===== src/hw/rtl/ats_pkg.sv =====
// ----------------------------------------------------------------------------
// Attitude torque servo controller package
// Shared widths, register codes, fixed-point constants and the servo
// polynomial coefficient table.
// ----------------------------------------------------------------------------
package ats_pkg;

  // Fixed-point format of angles, rates, torque and the polynomial.
  localparam int unsigned FRAC_BITS  = 12;
  localparam int unsigned GAIN_FRAC  = 8;

  // Field widths.
  localparam int unsigned ANGLE_W    = 16;
  localparam int unsigned RATE_W     = 20;
  localparam int unsigned TIME_W     = 32;
  localparam int unsigned GAIN_W     = 16;
  localparam int unsigned LIMIT_W    = 17;
  localparam int unsigned INTEG_W    = 18;
  localparam int unsigned SERVO_W    = 8;
  localparam int unsigned DRIVE_W    = 13;
  localparam int unsigned ERR_W      = ANGLE_W + 1;

  // Configuration port.
  localparam int unsigned CFG_IDX_W  = 3;
  localparam int unsigned CFG_DATA_W = 32;

  typedef enum logic [CFG_IDX_W-1:0] {
    REG_GOAL_ANGLE     = 3'd0,
    REG_K_ANGLE        = 3'd1,
    REG_K_RATE         = 3'd2,
    REG_K_INTEGRAL     = 3'd3,
    REG_INTEGRAL_LIMIT = 3'd4,
    REG_TORQUE_MAX     = 3'd5
  } cfg_reg_e;

  // Register reset values.
  localparam logic signed [ANGLE_W-1:0] GOAL_ANGLE_RST     = 16'sd1073;
  localparam logic        [GAIN_W-1:0]  K_ANGLE_RST        = 16'd2509;
  localparam logic        [GAIN_W-1:0]  K_RATE_RST         = 16'd128;
  localparam logic        [GAIN_W-1:0]  K_INTEGRAL_RST     = 16'd0;
  localparam logic        [LIMIT_W-1:0] INTEGRAL_LIMIT_RST = 17'd61440;
  localparam logic        [LIMIT_W-1:0] TORQUE_MAX_RST     = 17'd36864;

  // Integral step: |err| * dt / 1000. Products at or above 1000 * 2^19 give a
  // step that clamps the integral whatever its value, so the step saturates.
  localparam int unsigned MAG_W          = 20;
  localparam int unsigned MAG_SAT_LOG2   = 19;
  localparam int unsigned PROD_W         = ANGLE_W + TIME_W;
  localparam longint      TIME_SCALE     = 1000;
  localparam logic [PROD_W-1:0] PROD_SAT = PROD_W'(TIME_SCALE << MAG_SAT_LOG2);
  localparam int unsigned QUO_IN_W       = 29;
  localparam int unsigned DIV1000_SHIFT  = 39;
  localparam int unsigned DIV1000_MUL_W  = 30;
  localparam longint      DIV1000_MUL    =
      ((64'sd1 <<< DIV1000_SHIFT) + TIME_SCALE - 1) / TIME_SCALE;
  localparam logic [MAG_W-1:0] MAG_SAT   = MAG_W'(64'sd1 <<< MAG_SAT_LOG2);
  localparam int unsigned ISUM_W         = MAG_W + 2;

  // Torque sum and the shared gain multiplier.
  localparam int unsigned MUL_B_W = RATE_W + 1;
  localparam int unsigned MUL_P_W = GAIN_W + 1 + MUL_B_W;
  localparam int unsigned SUM_W   = MUL_P_W + 1;

  // Division of the torque by seven through a reciprocal.
  localparam longint      DIVISOR     = 7;
  localparam int unsigned DIV7_SHIFT  = 20;
  localparam int unsigned DIV7_MUL_W  = 18;
  localparam longint      DIV7_MUL    = ((64'sd1 <<< DIV7_SHIFT) + DIVISOR - 1) / DIVISOR;
  localparam int unsigned DIV7_Q_W    = 15;
  localparam logic [DIV7_Q_W-1:0] DRIVE_MAX = DIV7_Q_W'(8191);

  // Polynomial argument and accumulator.
  localparam int unsigned X_W      = 14;
  localparam logic [X_W-1:0] X_MAX = X_W'(64'sd2 <<< FRAC_BITS);
  localparam int unsigned ACC_W    = 40;
  localparam int unsigned POLY_TERMS = 8;
  localparam int unsigned STEP_W   = 3;
  localparam logic [SERVO_W-1:0] SERVO_MAX = 8'd180;

  // Coefficients rounded to the nearest Q value.
  localparam longint QONE    = 64'sd1 <<< FRAC_BITS;
  localparam longint POLY_C8 = 64'sd15264 * QONE;
  localparam longint POLY_C7 = 64'sd65224 * QONE;
  localparam longint POLY_C6 = 64'sd114400 * QONE;
  localparam longint POLY_C5 = 64'sd106550 * QONE;
  localparam longint POLY_C4 = 64'sd56864 * QONE;
  localparam longint POLY_C3 = 64'sd17472 * QONE;
  localparam longint POLY_C2 = (64'sd29237 * QONE + 64'sd5) / 64'sd10;
  localparam longint POLY_C1 = (64'sd2611007 * QONE + 64'sd5000) / 64'sd10000;
  localparam longint POLY_C0 = (64'sd561953 * QONE + 64'sd5000) / 64'sd10000;

  localparam logic signed [ACC_W-1:0] POLY_LEAD = ACC_W'(POLY_C8);

  // Per-item work passed from the front end to the back end.
  typedef struct packed {
    logic signed [ERR_W-1:0] err;
    logic [RATE_W-1:0]       abs_rate;
    logic [TIME_W-1:0]       dt;
  } work_t;

  // Gains and limits used by the back end.
  typedef struct packed {
    logic [GAIN_W-1:0]  k_angle;
    logic [GAIN_W-1:0]  k_rate;
    logic [GAIN_W-1:0]  k_integral;
    logic [LIMIT_W-1:0] integral_limit;
    logic [LIMIT_W-1:0] torque_max;
  } gains_t;

  // Term added after the Horner multiply of the given step.
  function automatic logic signed [ACC_W-1:0] poly_coef(input logic [STEP_W-1:0] step);
    logic signed [ACC_W-1:0] c;
    case (step)
      3'd0:    c = ACC_W'(-POLY_C7);
      3'd1:    c = ACC_W'(POLY_C6);
      3'd2:    c = ACC_W'(-POLY_C5);
      3'd3:    c = ACC_W'(POLY_C4);
      3'd4:    c = ACC_W'(-POLY_C3);
      3'd5:    c = ACC_W'(POLY_C2);
      3'd6:    c = ACC_W'(-POLY_C1);
      default: c = ACC_W'(POLY_C0);
    endcase
    return c;
  endfunction

endpackage


===== src/hw/rtl/ats_fifo.sv =====
// ----------------------------------------------------------------------------
// Attitude torque servo work queue
// Short FIFO of classified work words between the front and back ends.
// ----------------------------------------------------------------------------
module ats_fifo import ats_pkg::*; #(
  parameter int unsigned DEPTH = 2
) (
  input  logic  clk_i,
  input  logic  rst_ni,
  input  logic  push_i,
  input  work_t push_data_i,
  output logic  full_o,
  input  logic  pop_i,
  output logic  valid_o,
  output work_t pop_data_o
);

  localparam int unsigned PTR_W = $clog2(DEPTH);
  localparam int unsigned CNT_W = $clog2(DEPTH + 1);

  work_t            mem_q [DEPTH];
  logic [PTR_W-1:0] wr_ptr_q, wr_ptr_d;
  logic [PTR_W-1:0] rd_ptr_q, rd_ptr_d;
  logic [CNT_W-1:0] count_q, count_d;

  assign full_o     = (count_q == CNT_W'(DEPTH));
  assign valid_o    = (count_q != '0);
  assign pop_data_o = mem_q[rd_ptr_q];

  // Pointer and fill count update.
  always_comb begin
    wr_ptr_d = wr_ptr_q;
    rd_ptr_d = rd_ptr_q;
    count_d  = count_q;
    if (push_i) begin
      wr_ptr_d = (wr_ptr_q == PTR_W'(DEPTH - 1)) ? '0 : wr_ptr_q + 1'b1;
    end
    if (pop_i) begin
      rd_ptr_d = (rd_ptr_q == PTR_W'(DEPTH - 1)) ? '0 : rd_ptr_q + 1'b1;
    end
    if (push_i && !pop_i) begin
      count_d = count_q + 1'b1;
    end else if (!push_i && pop_i) begin
      count_d = count_q - 1'b1;
    end
  end

  always_ff @(posedge clk_i or negedge rst_ni) begin
    if (!rst_ni) begin
      wr_ptr_q <= '0;
      rd_ptr_q <= '0;
      count_q  <= '0;
    end else begin
      wr_ptr_q <= wr_ptr_d;
      rd_ptr_q <= rd_ptr_d;
      count_q  <= count_d;
    end
  end

  // Storage needs no reset.
  always_ff @(posedge clk_i) begin
    if (push_i) begin
      mem_q[wr_ptr_q] <= push_data_i;
    end
  end

  // The fill count never passes the depth.
  assert property (@(posedge clk_i) disable iff (!rst_ni) count_q <= CNT_W'(DEPTH))
    else $error("work queue overfilled");

  // A word is only taken from a queue that holds one.
  assert property (@(posedge clk_i) disable iff (!rst_ni) pop_i |-> count_q != '0)
    else $error("work queue popped while empty");

endmodule


===== config.mk =====
export PLATFORM = sky130hd
export DESIGN_NAME = ats_fifo
export DESIGN_NICKNAME = d
export VERILOG_FILES = /design/src/hw/rtl/ats_pkg.sv /design/src/hw/rtl/ats_fifo.sv
export SDC_FILE = /design/constraint.sdc
export NUM_CORES = 1
export LEC_CHECK = 0
export ABC_AREA = 1
export ABC_CLOCK_PERIOD_IN_PS = 4100
export BUFFER_PORTS_ARGS = -buffer_cell sky130_fd_sc_hd__buf_2
export CAP_MARGIN = 10
export CORE_MARGIN = 10
export CORE_UTILIZATION = 52
export CTS_CLUSTER_DIAMETER = 30
export DETAILED_ROUTE_END_ITERATION = 10
export GPL_ROUTABILITY_DRIVEN = 1
export MAX_ROUTING_LAYER = met4
export PLACE_DENSITY = 0.79
export SKIP_CTS_REPAIR_TIMING = 1
export SYNTH_ARGS = -nofsm -noshare
export SYNTH_HDL_FRONTEND = slang
export SYNTH_SLANG_ARGS = --single-unit

===== constraint.sdc =====
create_clock -name clk_i -period 4.1 [get_ports clk_i]
set_input_delay 0.205 -clock clk_i [delete_from_list [all_inputs] [get_ports clk_i]]
set_output_delay 0.205 -clock clk_i [all_outputs]
set_load 0.05 [all_outputs]

* After elaboration in Yosys (flattened, before gate mapping)
Memories as Yosys holds them, arrays and structs flattened. Index checks and enable logic that the tools add are counted.
Word-level totals: bits of input ports 73, memory bits (writable) 138, register bits 4, memories kept 1, word-level logic and storage cells 21, output and inout port bits 71
Memories:
- mem_q | words 2, bits a word 69, read ports 1, clocked after memory_dff 0, write ports 1, line ats_fifo.sv:21 | work_t mem_q [DEPTH];
Operators by class: mux-type cells 6, add/subtract/negate cells 4, reduce and logical (&&, ||, !) cells 6, equal/unequal tests 1
Operators with widths (count):
- 1-bit 2-to-1 mux | 4
- 2-bit 2-to-1 mux | 2
- 2-bit nonzero test | 2
- 1-bit adder (second input constant) | 2
- 2-bit by 1-bit adder with 2-bit output (second input constant) | 1
- 2-bit == test (second input constant) | 1
- 1-bit logical AND | 2
- 1-bit zero test | 2
- 2-bit by 1-bit subtractor with 2-bit output (second input constant) | 1

* Logic depth before layout (Yosys ltp)
word-level depth 4, depth in mapped cells 7, mapped depth without buffers 7

* Least setup slack after synthesis
OpenSTA, ideal clock, no wires.
path type reg2reg, from reg wr_ptr_q, to mem mem_q[0][0] (netlist name), enable pin, stages on the path, launching flop included 2, setup time 498 ps, clock period less this slack 3792 ps, required time 3602 ps, path slack 308 ps, arrival time 3293 ps, path buffers 0, cells stage by stage dfrtp_1 > nor2_1
RTL lines:
- from (decl) | line ats_fifo.sv:22 | logic [PTR_W-1:0] wr_ptr_q, wr_ptr_d;
- from (signal assigned) | line ats_fifo.sv:54 | wr_ptr_q <= wr_ptr_d;
- to (decl) | line ats_fifo.sv:21
Straight into the memory's write port.

==> flow_summary.ini <==
[outcome]
status = completed

[timing]
timing.final.crit_period_ns = 2.583
slew_headroom_pct = 36.53
timing.hold.ws_ns = 0.03850
rsz0062_at_grt = false
fmaxAchievable_ghz = 0.3871
finalSetupViolCount = 0
worstMarginPinSlew_ns = 0.9497
fin_skew_ns = 0.004369
final_hold_viol_count = 0
finalCritPeriodShare_pct = 63.01
finalMaxSlewViolations = 0
setup_tns_ns = 0

[run]
cap_violations = 0

[setup_path]
rr_endpoint = mem_q[1][64]
reg2reg_depth = 3
critPathRequiredTime_ns = 3.89
crit_family = flip-flops
critPathBufInv = 2
worstPathCellList = buf_4 -> mux2_4 -> buf_2
cp.depth = 3
crit_start = rd_ptr_q
crit_arrival_ns = 2.38
worstSetupEndpoint = pop_data_o[21]
start_kind = flip-flop
critical-path-slowest-cell = dfrtp_4
slowest_delay_ns = 0.83
worst_setup_path_end_kind = primary output
crit_fanout = 33
criticalPathCategory = reg2out
ff2ff_setup_slack_ns = 2.06
r2r_start = wr_ptr_q

[global_route]
overflow = 0
grt_use_total_pct = 13.69
grt_max_degree = 45
antenna_found_initial = 0
grt_pass1_vias = 3013
grt_pass1_wl_um = 15240

[drt]
dr.pass1.iters = 4
drcViolationCount = 0
wl_um = 11380
routed_via_density = 4.731
num_vias = 2933
routedWlPerCell_um = 18.36
drtIter0Drc = 161
ant_nets = 0

[synthesis]
seq_area_frac_synth_pct = 76.64
avgSynthCellArea_um2 = 23.07
synth.top_cell.area_share_pct = 74.83
yosys_warnings = 0
syn-cell-area_um2 = 5538
synth_cell_types = 13
syn_nets = 314
yosys.area.top_type = edfxtp_1
syn_inst = 240
ys_ff_latch = 142
synthTopCellsByArea = edfxtp_1 75%, mux2_4 19%, buf_12 2.5%

[power_and_ir_drop]
p_per_area_nw_per_um2 = 768.0
swShare_pct = 39.50
internal-power_uw = 3522
p_leak_uw = 0.003121
p_sw_uw = 2299
power_frac_seq_pct = 36.1
clock_power_share_pct = 23.2
vdd_drop_max_mv = 0.4147
p_comb_share_pct = 40.7

[place]
dp_cells = 516
gp_congestion = 0.6926
dp_hpwl_um = 7152
io_buffers = 143

[floorplan]
ios = 144
die_width_um = 123.2
core_area_um2 = 10370
die_area_um2 = 15180
row_count = 37
die_h_um = 123.2
start_util_pct = 53.40

[cts]
cts_buffer_depth = 2
cts_tree = yes
clkTransAtPathRegs_ns = 0.06
htreeDepth = 4
cts_buffers = 17
cts.sinks = 142
root_buffer = clkbuf_8
clk-insertion-delay-late_ns = 0.50

[final_layout]
layout_commonest_cell = buf_2
final_cells = 620
syn_to_final_growth_pct = 36.87
most-common-layout-cells = 143 x buf_2, 138 x edfxtp_1, 72 x dlygate4sd3_1
drive_above_1_share_pct = 51.65
layout.nets = 545
fillCellCount = 634
antenna_cells = 0

[min_path]
min_path_type = in2async
[worst reg2reg max path, delay by kind of cell (launching register included)]
family                 cells  cell delay, ns
and+or+nand+nor            1            0.09
DFF                        1            0.43
buffers and inverters      2            1.19
[stage by stage]
step / total power, µW / utilization [%] / worst slack, ns / cell area, µm²
finish: 5821 / 73.09 / 1.517 / 7580
CTS: 5821 / 66.14 / 1.477 / 6859
detailed placement: 4466 / 60.96 / 2.020 / 6321
floorplan: 4146 / - / 0.3084 / 5538
global route: 6065 / 73.09 / 1.385 / 7580
global placement: 4427 / 60.96 / 2.033 / 6321
[metal layers]
layer	GRT usage, %	part of all wire, %	up-vias
li1	-	-	1404
met1	14.68	38	1401
met2	22.20	52	113
met3	5.606	8.6	15
met4	5.531	1.3	0
met5	-	0	-
[cell type report]
type	instances	area, µm²	share of cell area (%)
Multi-Input combinational cell	83	1124	14.82
Clock buffer	17	414.1	5.464
Clock inverter	15	123.9	1.634
Inverter	7	26.28	0.3466
Timing Repair Buffer	220	1474	19.45
Sequential cell	142	4248	56.04
Tap cell	136	170.2	2.245
[worst min-delay path by stage]
| stage | startpoint | to | slack (ns) | depth (start not counted) |
|---|---|---|---|---|
| 6_report | rst_ni | rd_ptr_q | 0.04 | 2 |
| 5_1_grt | rst_ni | rd_ptr_q | 0.04 | 2 |
| 4_1_cts | rst_ni | count_q[1] | -0.52 | 1 |
| 3_5_place_dp | rst_ni | count_q[1] | 0.02 | 1 |
| 3_3_place_gp | rst_ni | rd_ptr_q | 0.01 | 1 |
| 2_1_floorplan | rst_ni | count_q[0] | -0.09 | 0 |
[cells by family after synthesis]
family	synth area share (%)
buffers and inverters	3.208
adder cells (fa/ha/maj)	0.2259
AND/OR/NAND/NOR	0.7456
multiplexers	18.71
XOR/XNOR	0.4746
flip-flops	76.64
[cell usage after synthesis]
cell,count
buf_6,1
xnor2_1,1
xor2_1,2
dfrtp_1,4
buf_12,7
nor2_1,2
nand4_1,1
edfxtp_1,138
nand2_1,6
nand3_1,1
mux2_4,69
inv_1,7
ha_1,1
[power by group through the flow]
| stage | clock network, µW | logic (µW) | registers, µW |
|---|---|---|---|
| floorplan | 0 | 2110 | 2030 |
| global placement | 0 | 2310 | 2120 |
| detailed placement | 0 | 2330 | 2130 |
| CTS | 1380 | 2340 | 2110 |
| global route | 1450 | 2480 | 2140 |
| finish | 1350 | 2370 | 2100 |
[registers in the layout (all words and copies together), names as in the netlist]
| register | flops |
|---|---|
| count_q | 2 |
| mem_q | 138 |
| rd_ptr_q | 1 |
| wr_ptr_q | 1 |
Power figures use the tool's default switching activity.
